===== src/rtl/dqr_pkg.sv =====
`timescale 1ns / 1ps
`default_nettype none

package dqr_pkg;

  localparam int DEPTH_DEF   = 16;
  localparam int WIDTH_DEF   = 32;

  localparam int CMD_W       = 3;
  localparam int VAL_W       = 32;
  localparam int CNT_OUT_W   = 5;
  localparam int IN_TDATA_W  = 40;
  localparam int OUT_TDATA_W = 48;
  localparam int OUT_PAD_W   = OUT_TDATA_W - (VAL_W + 1 + CNT_OUT_W + CNT_OUT_W + 1 + 1);

  typedef enum logic [CMD_W-1:0] {
    CMD_PUSH_FRONT = 3'd0,
    CMD_PUSH_BACK  = 3'd1,
    CMD_POP_FRONT  = 3'd2,
    CMD_REMOVE_ONE = 3'd3,
    CMD_REMOVE_ALL = 3'd4
  } cmd_e;

  typedef enum logic [2:0] {
    ST_IDLE,
    ST_PUSH,
    ST_POP_RD,
    ST_POP_FIN,
    ST_SCAN_RD,
    ST_SCAN_CMP,
    ST_FINISH
  } state_t;

  // Controller to datapath
  typedef struct packed {
    logic load;
    logic put_front;
    logic put_back;
    logic set_ovf;
    logic rd_head;
    logic pop_fin;
    logic rd_scan;
    logic scan_step;
    logic remove_all;
    logic scan_fin;
    logic out_load;
  } dqr_cmd_t;

  // Datapath to controller
  typedef struct packed {
    logic full;
    logic empty;
    logic scan_done;
  } dqr_stat_t;

endpackage

`default_nettype wire


===== src/rtl/dqr_ctrl.sv =====
`timescale 1ns / 1ps
`default_nettype none

module dqr_ctrl (
  input  wire logic                      clk,
  input  wire logic                      rst,
  input  wire logic                      in_fire,
  input  wire logic [dqr_pkg::CMD_W-1:0] in_cmd,
  input  wire dqr_pkg::dqr_stat_t        stat,
  input  wire logic                      out_ready,
  output dqr_pkg::dqr_cmd_t              cmd,
  output logic                           in_ready,
  output logic                           out_valid
);

  dqr_pkg::state_t state, state_next;
  dqr_pkg::cmd_e   op, op_next;
  logic            out_valid_next;

  always_ff @(posedge clk) begin
    if (rst) begin
      state     <= dqr_pkg::ST_IDLE;
      op        <= dqr_pkg::CMD_PUSH_FRONT;
      out_valid <= 1'b0;
    end else begin
      state     <= state_next;
      op        <= op_next;
      out_valid <= out_valid_next;
    end
  end

  always_comb begin
    state_next     = state;
    op_next        = op;
    cmd            = '0;
    in_ready       = 1'b0;
    cmd.remove_all = (op == dqr_pkg::CMD_REMOVE_ALL);

    case (state)
      dqr_pkg::ST_IDLE: begin
        in_ready = 1'b1;
        if (in_fire) begin
          cmd.load = 1'b1;
          op_next  = dqr_pkg::cmd_e'(in_cmd);
          case (in_cmd)
            dqr_pkg::CMD_PUSH_FRONT,
            dqr_pkg::CMD_PUSH_BACK:  state_next = dqr_pkg::ST_PUSH;
            dqr_pkg::CMD_POP_FRONT:  state_next = dqr_pkg::ST_POP_RD;
            dqr_pkg::CMD_REMOVE_ONE,
            dqr_pkg::CMD_REMOVE_ALL: state_next = dqr_pkg::ST_SCAN_RD;
            default:                 state_next = dqr_pkg::ST_FINISH;
          endcase
        end
      end
      dqr_pkg::ST_PUSH: begin
        if (stat.full) begin
          cmd.set_ovf = 1'b1;
        end else if (op == dqr_pkg::CMD_PUSH_FRONT) begin
          cmd.put_front = 1'b1;
        end else begin
          cmd.put_back = 1'b1;
        end
        state_next = dqr_pkg::ST_FINISH;
      end
      dqr_pkg::ST_POP_RD: begin
        if (stat.empty) begin
          state_next = dqr_pkg::ST_FINISH;
        end else begin
          cmd.rd_head = 1'b1;
          state_next  = dqr_pkg::ST_POP_FIN;
        end
      end
      dqr_pkg::ST_POP_FIN: begin
        cmd.pop_fin = 1'b1;
        state_next  = dqr_pkg::ST_FINISH;
      end
      dqr_pkg::ST_SCAN_RD: begin
        if (stat.scan_done) begin
          cmd.scan_fin = 1'b1;
          state_next   = dqr_pkg::ST_FINISH;
        end else begin
          cmd.rd_scan = 1'b1;
          state_next  = dqr_pkg::ST_SCAN_CMP;
        end
      end
      dqr_pkg::ST_SCAN_CMP: begin
        cmd.scan_step = 1'b1;
        state_next    = dqr_pkg::ST_SCAN_RD;
      end
      dqr_pkg::ST_FINISH: begin
        // hold until the output register is free
        if (!out_valid || out_ready) begin
          cmd.out_load = 1'b1;
          state_next   = dqr_pkg::ST_IDLE;
        end
      end
      default: state_next = dqr_pkg::ST_IDLE;
    endcase

    if (cmd.out_load) begin
      out_valid_next = 1'b1;
    end else if (out_ready) begin
      out_valid_next = 1'b0;
    end else begin
      out_valid_next = out_valid;
    end
  end

endmodule

`default_nettype wire


===== src/rtl/dqr_datapath.sv =====
`timescale 1ns / 1ps
`default_nettype none

module dqr_datapath #(
  parameter int DEPTH = dqr_pkg::DEPTH_DEF,
  parameter int WIDTH = dqr_pkg::WIDTH_DEF
) (
  input  wire logic                            clk,
  input  wire logic                            rst,
  input  wire logic                            cfg_we,
  input  wire logic [dqr_pkg::VAL_W-1:0]       cfg_data,
  input  wire logic [dqr_pkg::VAL_W-1:0]       in_value,
  input  wire dqr_pkg::dqr_cmd_t               cmd,
  output dqr_pkg::dqr_stat_t                   stat,
  output logic [dqr_pkg::OUT_TDATA_W-1:0]      out_data
);

  localparam int AW = (DEPTH > 1) ? $clog2(DEPTH) : 1;
  localparam int CW = $clog2(DEPTH + 1);

  logic [WIDTH-1:0]            mem [DEPTH];
  logic [WIDTH-1:0]            rdata;
  logic [AW-1:0]               head;
  logic [CW-1:0]               count;
  logic [WIDTH-1:0]            val;
  logic [CW-1:0]               ri;
  logic [CW-1:0]               wi;
  logic                        found;
  logic [dqr_pkg::VAL_W-1:0]   empty_value;
  logic [dqr_pkg::VAL_W-1:0]   res_value;
  logic                        res_hit;
  logic [CW-1:0]               res_removed;
  logic                        res_ovf;

  logic [63:0]                 in_ext;
  logic [63:0]                 rd_ext;
  logic                        match;
  logic                        we;
  logic [AW-1:0]               waddr;
  logic [WIDTH-1:0]            wdata;
  logic                        re;
  logic [AW-1:0]               raddr;
  logic [AW-1:0]               head_dec;
  logic [AW-1:0]               head_inc;

  // logical position to physical slot of the circular store
  function automatic logic [AW-1:0] phys(input logic [AW-1:0] base,
                                         input logic [CW-1:0] ofs);
    logic [AW:0] s;
    s = (AW+1)'(base) + (AW+1)'(ofs);
    if (s >= (AW+1)'(DEPTH)) begin
      s = s - (AW+1)'(DEPTH);
    end
    return s[AW-1:0];
  endfunction

  assign in_ext   = 64'(in_value);
  assign rd_ext   = 64'(rdata);
  assign match    = (rdata == val) && (cmd.remove_all || !found);
  assign head_dec = (head == '0) ? AW'(DEPTH - 1) : head - 1'b1;
  assign head_inc = (head == AW'(DEPTH - 1)) ? '0 : head + 1'b1;

  assign stat.full      = (count == CW'(DEPTH));
  assign stat.empty     = (count == '0);
  assign stat.scan_done = (ri == count);

  always_comb begin
    we    = 1'b0;
    waddr = phys(head, wi);
    wdata = rdata;
    if (cmd.put_front) begin
      we    = 1'b1;
      waddr = head_dec;
      wdata = val;
    end else if (cmd.put_back) begin
      we    = 1'b1;
      waddr = phys(head, count);
      wdata = val;
    end else if (cmd.scan_step && !match) begin
      we = 1'b1;
    end
    re    = cmd.rd_head || cmd.rd_scan;
    raddr = cmd.rd_scan ? phys(head, ri) : head;
  end

  always_ff @(posedge clk) begin
    if (we) begin
      mem[waddr] <= wdata;
    end
    if (re) begin
      rdata <= mem[raddr];
    end
  end

  always_ff @(posedge clk) begin
    if (rst) begin
      head        <= '0;
      count       <= '0;
      empty_value <= '0;
    end else begin
      if (cfg_we) begin
        empty_value <= cfg_data;
      end
      if (cmd.put_front) begin
        head  <= head_dec;
        count <= count + 1'b1;
      end else if (cmd.put_back) begin
        count <= count + 1'b1;
      end else if (cmd.pop_fin) begin
        head  <= head_inc;
        count <= count - 1'b1;
      end else if (cmd.scan_fin) begin
        count <= count - res_removed;
      end
    end
  end

  always_ff @(posedge clk) begin
    if (cmd.load) begin
      val         <= in_ext[WIDTH-1:0];
      res_value   <= empty_value;
      res_hit     <= 1'b0;
      res_removed <= '0;
      res_ovf     <= 1'b0;
      ri          <= '0;
      wi          <= '0;
      found       <= 1'b0;
    end
    if (cmd.set_ovf) begin
      res_ovf <= 1'b1;
    end
    if (cmd.pop_fin) begin
      res_value   <= rd_ext[dqr_pkg::VAL_W-1:0];
      res_hit     <= 1'b1;
      res_removed <= CW'(1);
    end
    if (cmd.scan_step) begin
      ri <= ri + 1'b1;
      if (match) begin
        // drop this entry, later ones close the gap
        found       <= 1'b1;
        res_removed <= res_removed + 1'b1;
      end else begin
        wi <= wi + 1'b1;
      end
    end
    if (cmd.scan_fin) begin
      res_hit <= (res_removed != '0);
    end
    if (cmd.out_load) begin
      out_data <= {{dqr_pkg::OUT_PAD_W{1'b0}}, res_ovf, (count == '0),
                   dqr_pkg::CNT_OUT_W'(count), dqr_pkg::CNT_OUT_W'(res_removed),
                   res_hit, res_value};
    end
  end

endmodule

`default_nettype wire


===== src/rtl/deque_with_value_removal_core.sv =====
`timescale 1ns / 1ps
`default_nettype none

// Channel  Direction  tdata fields (low bit first)
// s_*      in         cmd[2:0], item_value[34:3], zero [39:35]
// m_*      out        out_value[31:0], hit[32], removed_count[37:33],
//                     length_now[42:38], is_empty[43], overflow[44], zero [47:45]
// cfg_*    in         empty_value[31:0]
//
// One command at a time; the next is taken once the result sits in the output register.
// Push runs ST_PUSH, pop ST_POP_RD then ST_POP_FIN unless empty; others go to ST_FINISH.
// Removal reads each entry in turn and writes back each one that does not match, closing gaps.
// Reset empties the sequence at once and clears empty_value; no store clearing pass.
// A stalled result holds in the output register; a finished command waits behind it.
module deque_with_value_removal_core #(
  parameter int DEPTH = dqr_pkg::DEPTH_DEF,
  parameter int WIDTH = dqr_pkg::WIDTH_DEF
) (
  input  wire logic                               clk,
  input  wire logic                               rst,
  input  wire logic                               s_tvalid,
  output logic                                    s_tready,
  input  wire logic [dqr_pkg::IN_TDATA_W-1:0]     s_tdata,   // cmd, item_value
  output logic                                    m_tvalid,
  input  wire logic                               m_tready,
  output logic [dqr_pkg::OUT_TDATA_W-1:0]         m_tdata,   // out_value, hit, removed_count,
                                                             // length_now, is_empty, overflow
  input  wire logic                               cfg_valid,
  output logic                                    cfg_ready,
  input  wire logic [dqr_pkg::VAL_W-1:0]          cfg_data   // empty_value
);

  dqr_pkg::dqr_cmd_t  cmd;
  dqr_pkg::dqr_stat_t stat;
  logic               in_fire;

  assign in_fire   = s_tvalid && s_tready;
  assign cfg_ready = 1'b1;

  dqr_ctrl u_ctrl (
    .clk       (clk),
    .rst       (rst),
    .in_fire   (in_fire),
    .in_cmd    (s_tdata[dqr_pkg::CMD_W-1:0]),
    .stat      (stat),
    .out_ready (m_tready),
    .cmd       (cmd),
    .in_ready  (s_tready),
    .out_valid (m_tvalid)
  );

  dqr_datapath #(
    .DEPTH (DEPTH),
    .WIDTH (WIDTH)
  ) u_dp (
    .clk      (clk),
    .rst      (rst),
    .cfg_we   (cfg_valid && cfg_ready),
    .cfg_data (cfg_data),
    .in_value (s_tdata[dqr_pkg::CMD_W +: dqr_pkg::VAL_W]),
    .cmd      (cmd),
    .stat     (stat),
    .out_data (m_tdata)
  );

endmodule

`default_nettype wire


===== config.mk =====
export PLATFORM = sky130hd
export DESIGN_NAME = deque_with_value_removal_core
export DESIGN_NICKNAME = d
export VERILOG_FILES = /design/src/rtl/dqr_pkg.sv /design/src/rtl/dqr_ctrl.sv /design/src/rtl/dqr_datapath.sv /design/src/rtl/deque_with_value_removal_core.sv
export SDC_FILE = /design/constraint.sdc
export NUM_CORES = 1
export LEC_CHECK = 0
export BUFFER_PORTS_ARGS = -buffer_cell sky130_fd_sc_hd__buf_2
export CAP_MARGIN = 30
export CORE_MARGIN = 2
export CORE_UTILIZATION = 40
export CTS_BUF_LIST = sky130_fd_sc_hd__clkbuf_2
export DETAILED_ROUTE_END_ITERATION = 12
export GPL_TIMING_DRIVEN = 1
export PLACE_DENSITY = 0.67
export SLEW_MARGIN = 20
export SYNTH_ARGS = -nofsm -noshare
export SYNTH_HDL_FRONTEND = slang
export SYNTH_SLANG_ARGS = --single-unit

===== constraint.sdc =====
create_clock -name clk -period 14.3 [get_ports clk]
set_input_delay 2.86 -clock clk [delete_from_list [all_inputs] [get_ports clk]]
set_output_delay 2.86 -clock clk [all_outputs]
set_load 0.1 [all_outputs]

==> impl_results.md <==
* Status: finished, final reports clean
* Slowest cell on crit path: nor3_1
* Drt total wl at 74500 um
* Worst ir drop on vdd at 0.0002031 V
* Final Wtd Congestion at 0.8308
* DRT antenna net count at 0
* DR vias at 18340
* Mapped cell area at 28990 um^2
* DR WL/cell at 22.89 um
* Die Span Y at 273.2 um
* Arrival @ worst endpoint at 2.77 ns
* CTS HTree Levels at 4
* Largest net degree at the start of global routing at 78
* Largest stage delay, worst path at 0.60 ns
* Slew margin rel. at 31.08%
* Port bufs at 118
* DR iter-0 viols at 1948
* Setup TNS at 0 ns
* Layout area overhead at 11.65%
* Pwr dens at 219.6 nW/um^2
* Unique masters post-synth at 65
* Pwr Total at 7.105 mW
* Total grt overflow at 0
* Row count at 98
* Crit-path max FO at 16
* All-Layer GR Usage at 19.75%
* Vias in the first global route at 18480
* Final #Nets at 2272
* Drc violations at 0
* Final period utilization at 39.39%
* Detailed-placement wirelength estimate at 40940 um
* CTS buffer count at 165
* Avg Synthesized Cell Area at 14.66 um^2
* Clock root buffer: clkbuf_2
* Fin cells at 3254
* Fillers at 6343
* CP endpoint kind: output pin
* WS Path Type: reg -> out
* Cell Chain, Critical Path: nor3_1 -> buf_2
* Tightest Hold Check Type: reg -> reg
* Top-count cell post-synth: edfxtp_1
* Pleak at 11.19 nW
* Top cell type's share of synthesized area at 68.27%
* Final setup viols at 0
* Sequential share of the synthesized area at 72.35%
* Initial antenna violation count at 1
* # resized after CTS at 0
* Worst slew pin tran at 1.034 ns
* Avg Vias per Cell at 5.636
* Yosys reg bits at 718
* Ys flop type: edfxtp_1
* Synth top area cells: edfxtp_1 68%, dfxtp_1 4.1%, a221oi_1 3.9%, mux2i_1 3.5%, nand2_1 3.2%
* Inst Count DP at 2952
* F_max at 177.5 MHz
* Worst-path clk slew at 0.11 ns
* First-pass detailed-route iteration total at 6
* Max-Cap Viols at 0
* RSZ-0062 raised after global routing: no
* DIE WIDTH at 273.2 um
* Worst EP required at 11.44 ns
* Worst skew pair latency at 1.19 ns
* Clock skew at 0.1166 ns
* Synth area leader: edfxtp_1
* Layout cells sized above 1 at 21.28%
* Register Area at 20970 um^2
* Core Box Area at 71610 um^2
* Mapped Cells at 1977
* CTS tree: done
* CTS sink count at 718
* Placed cell area at 30760 um^2
* Clock Path Buffers at 3
* Hold-fix buffer count after cts at 0
* Top cell types by occurrence after synthesis: 659 x edfxtp_1, 244 x nand2_1, 147 x nand3_1
* Area of the multi-input gates at 7600 um^2
* Num ports at 128
* Final Cell Area at 32360 um^2
* Initial core utilization at 40.48%
* CP Launch Type: register
* YS warnings at 0
* First-pass GRT wire length at 110900 um
* Post-CTS setup buffer count at 0
* Hold WS at 0.3901 ns
* Period minus WS final at 5.633 ns
* Final Max Slew Viols at 0
* Die Area at 74630 um^2
* Hold Vio Cnt, Final at 0
* EDFF count, synth at 659
* Share of flip-flops with an asynchronous set or reset at 0%
[flip-flops by register name, indices dropped and copies added (netlist names)]
register,count
u_ctrl.op,3
u_ctrl.out_valid,1
u_ctrl.state,3
u_dp.count,5
u_dp.empty_value,32
u_dp.found,1
u_dp.head,4
u_dp.mem,512
u_dp.out_data,45
u_dp.rdata,32
u_dp.res_hit,1
u_dp.res_ovf,1
u_dp.res_removed,5
u_dp.res_value,32
u_dp.ri,5
u_dp.val,32
u_dp.wi,4
[stage by stage]
stage	worst slack (ns)	util [%]
2_1_floorplan	7.751	-
3_3_place_gp	9.484	42.88
3_5_place_dp	9.380	42.96
4_1_cts	8.548	45.12
5_1_grt	8.502	45.19
6_report	8.667	45.19
[routing by layer]
layer	GRT usage, %	vias up	wire length (um)
met5	0	-	0
met4	8.211	0	2323
li1	-	8155	-
met2	34.01	931	37290
met3	3.991	152	6309
met1	24.23	9102	28570
[layout by cell type (no fill, tap or decap), types with 4 or more instances in the layout]
cell type	synthesis	routed
edfxtp_1	659	659
nand2_1	244	243
clkbuf_2	0	241
nand3_1	147	147
a221oi_1	129	129
buf_2	22	119
mux2i_1	102	99
a21o_1	69	69
dfxtp_1	59	59
nor2_1	73	56
o21ai_0	53	53
xor2_1	44	43
clkinv_1	0	41
buf_4	11	39
o21ai_1	32	32
a31o_1	31	31
a221oi_2	30	30
a21oi_1	26	26
ha_1	20	20
inv_1	18	18
nor2_4	0	17
clkinv_2	0	9
xnor2_1	8	8
nor4_1	9	8
and3_1	7	7
nor3_1	7	6
mux2i_4	0	5
a211oi_1	5	5
nand2b_1	4	4
conb_1	2	4
bufinv_16	0	4
[worst paths after layout]
kind	startpoint	to	slack [ns]	cells past startpoint
max reg2reg	u_ctrl.state[0]$_SDFFE_PP0P_	u_dp.mem[1][8]$_DFFE_PP_	9.35	12
min reg2reg	u_dp.res_value[0]$_DFFE_PP_	u_dp.out_data[0]$_DFFE_PP_	0.39	0
min	u_dp.res_value[0]$_DFFE_PP_	u_dp.out_data[0]$_DFFE_PP_	0.39	0
max	u_ctrl.state[0]$_SDFFE_PP0P_	s_tready	8.67	2
[logic make-up after synthesis]
group	Yosys count	share of synthesized area [%]
other cells	2	0.02591
compound gates	403	11.04
buf+inv	155	2.296
mux	107	3.734
simple gates	517	7.912
flops	718	72.35
xor+xnor	52	1.571
fa+ha+maj	23	1.071
[report_power, final]
group	switching, mW	total [mW]	internal, mW
registers	0.198	3.13	2.93
clock network	0.783	1.31	0.523
logic	1.91	2.67	0.766
[final cells by class]
| type | instances | share of cell area [%] |
|---|---|---|
| Sequential cell | 718 | 64.80 |
| Multi-Input combinational cell | 1106 | 23.48 |
| Clock buffer | 240 | 3.712 |
| Tap cell | 950 | 3.673 |
| Timing Repair Buffer | 163 | 3.054 |
| Clock inverter | 58 | 1.059 |
| Inverter | 18 | 0.2088 |
| Antenna cell | 1 | 0.007733 |
[critical path, delay by kind of cell (launching register included)]
family	cells	cell delay, ns
DFF	1	0.50
buffers and inverters	1	0.55
and+or+nand+nor	1	0.60
(Power assumes the default switching activity.)
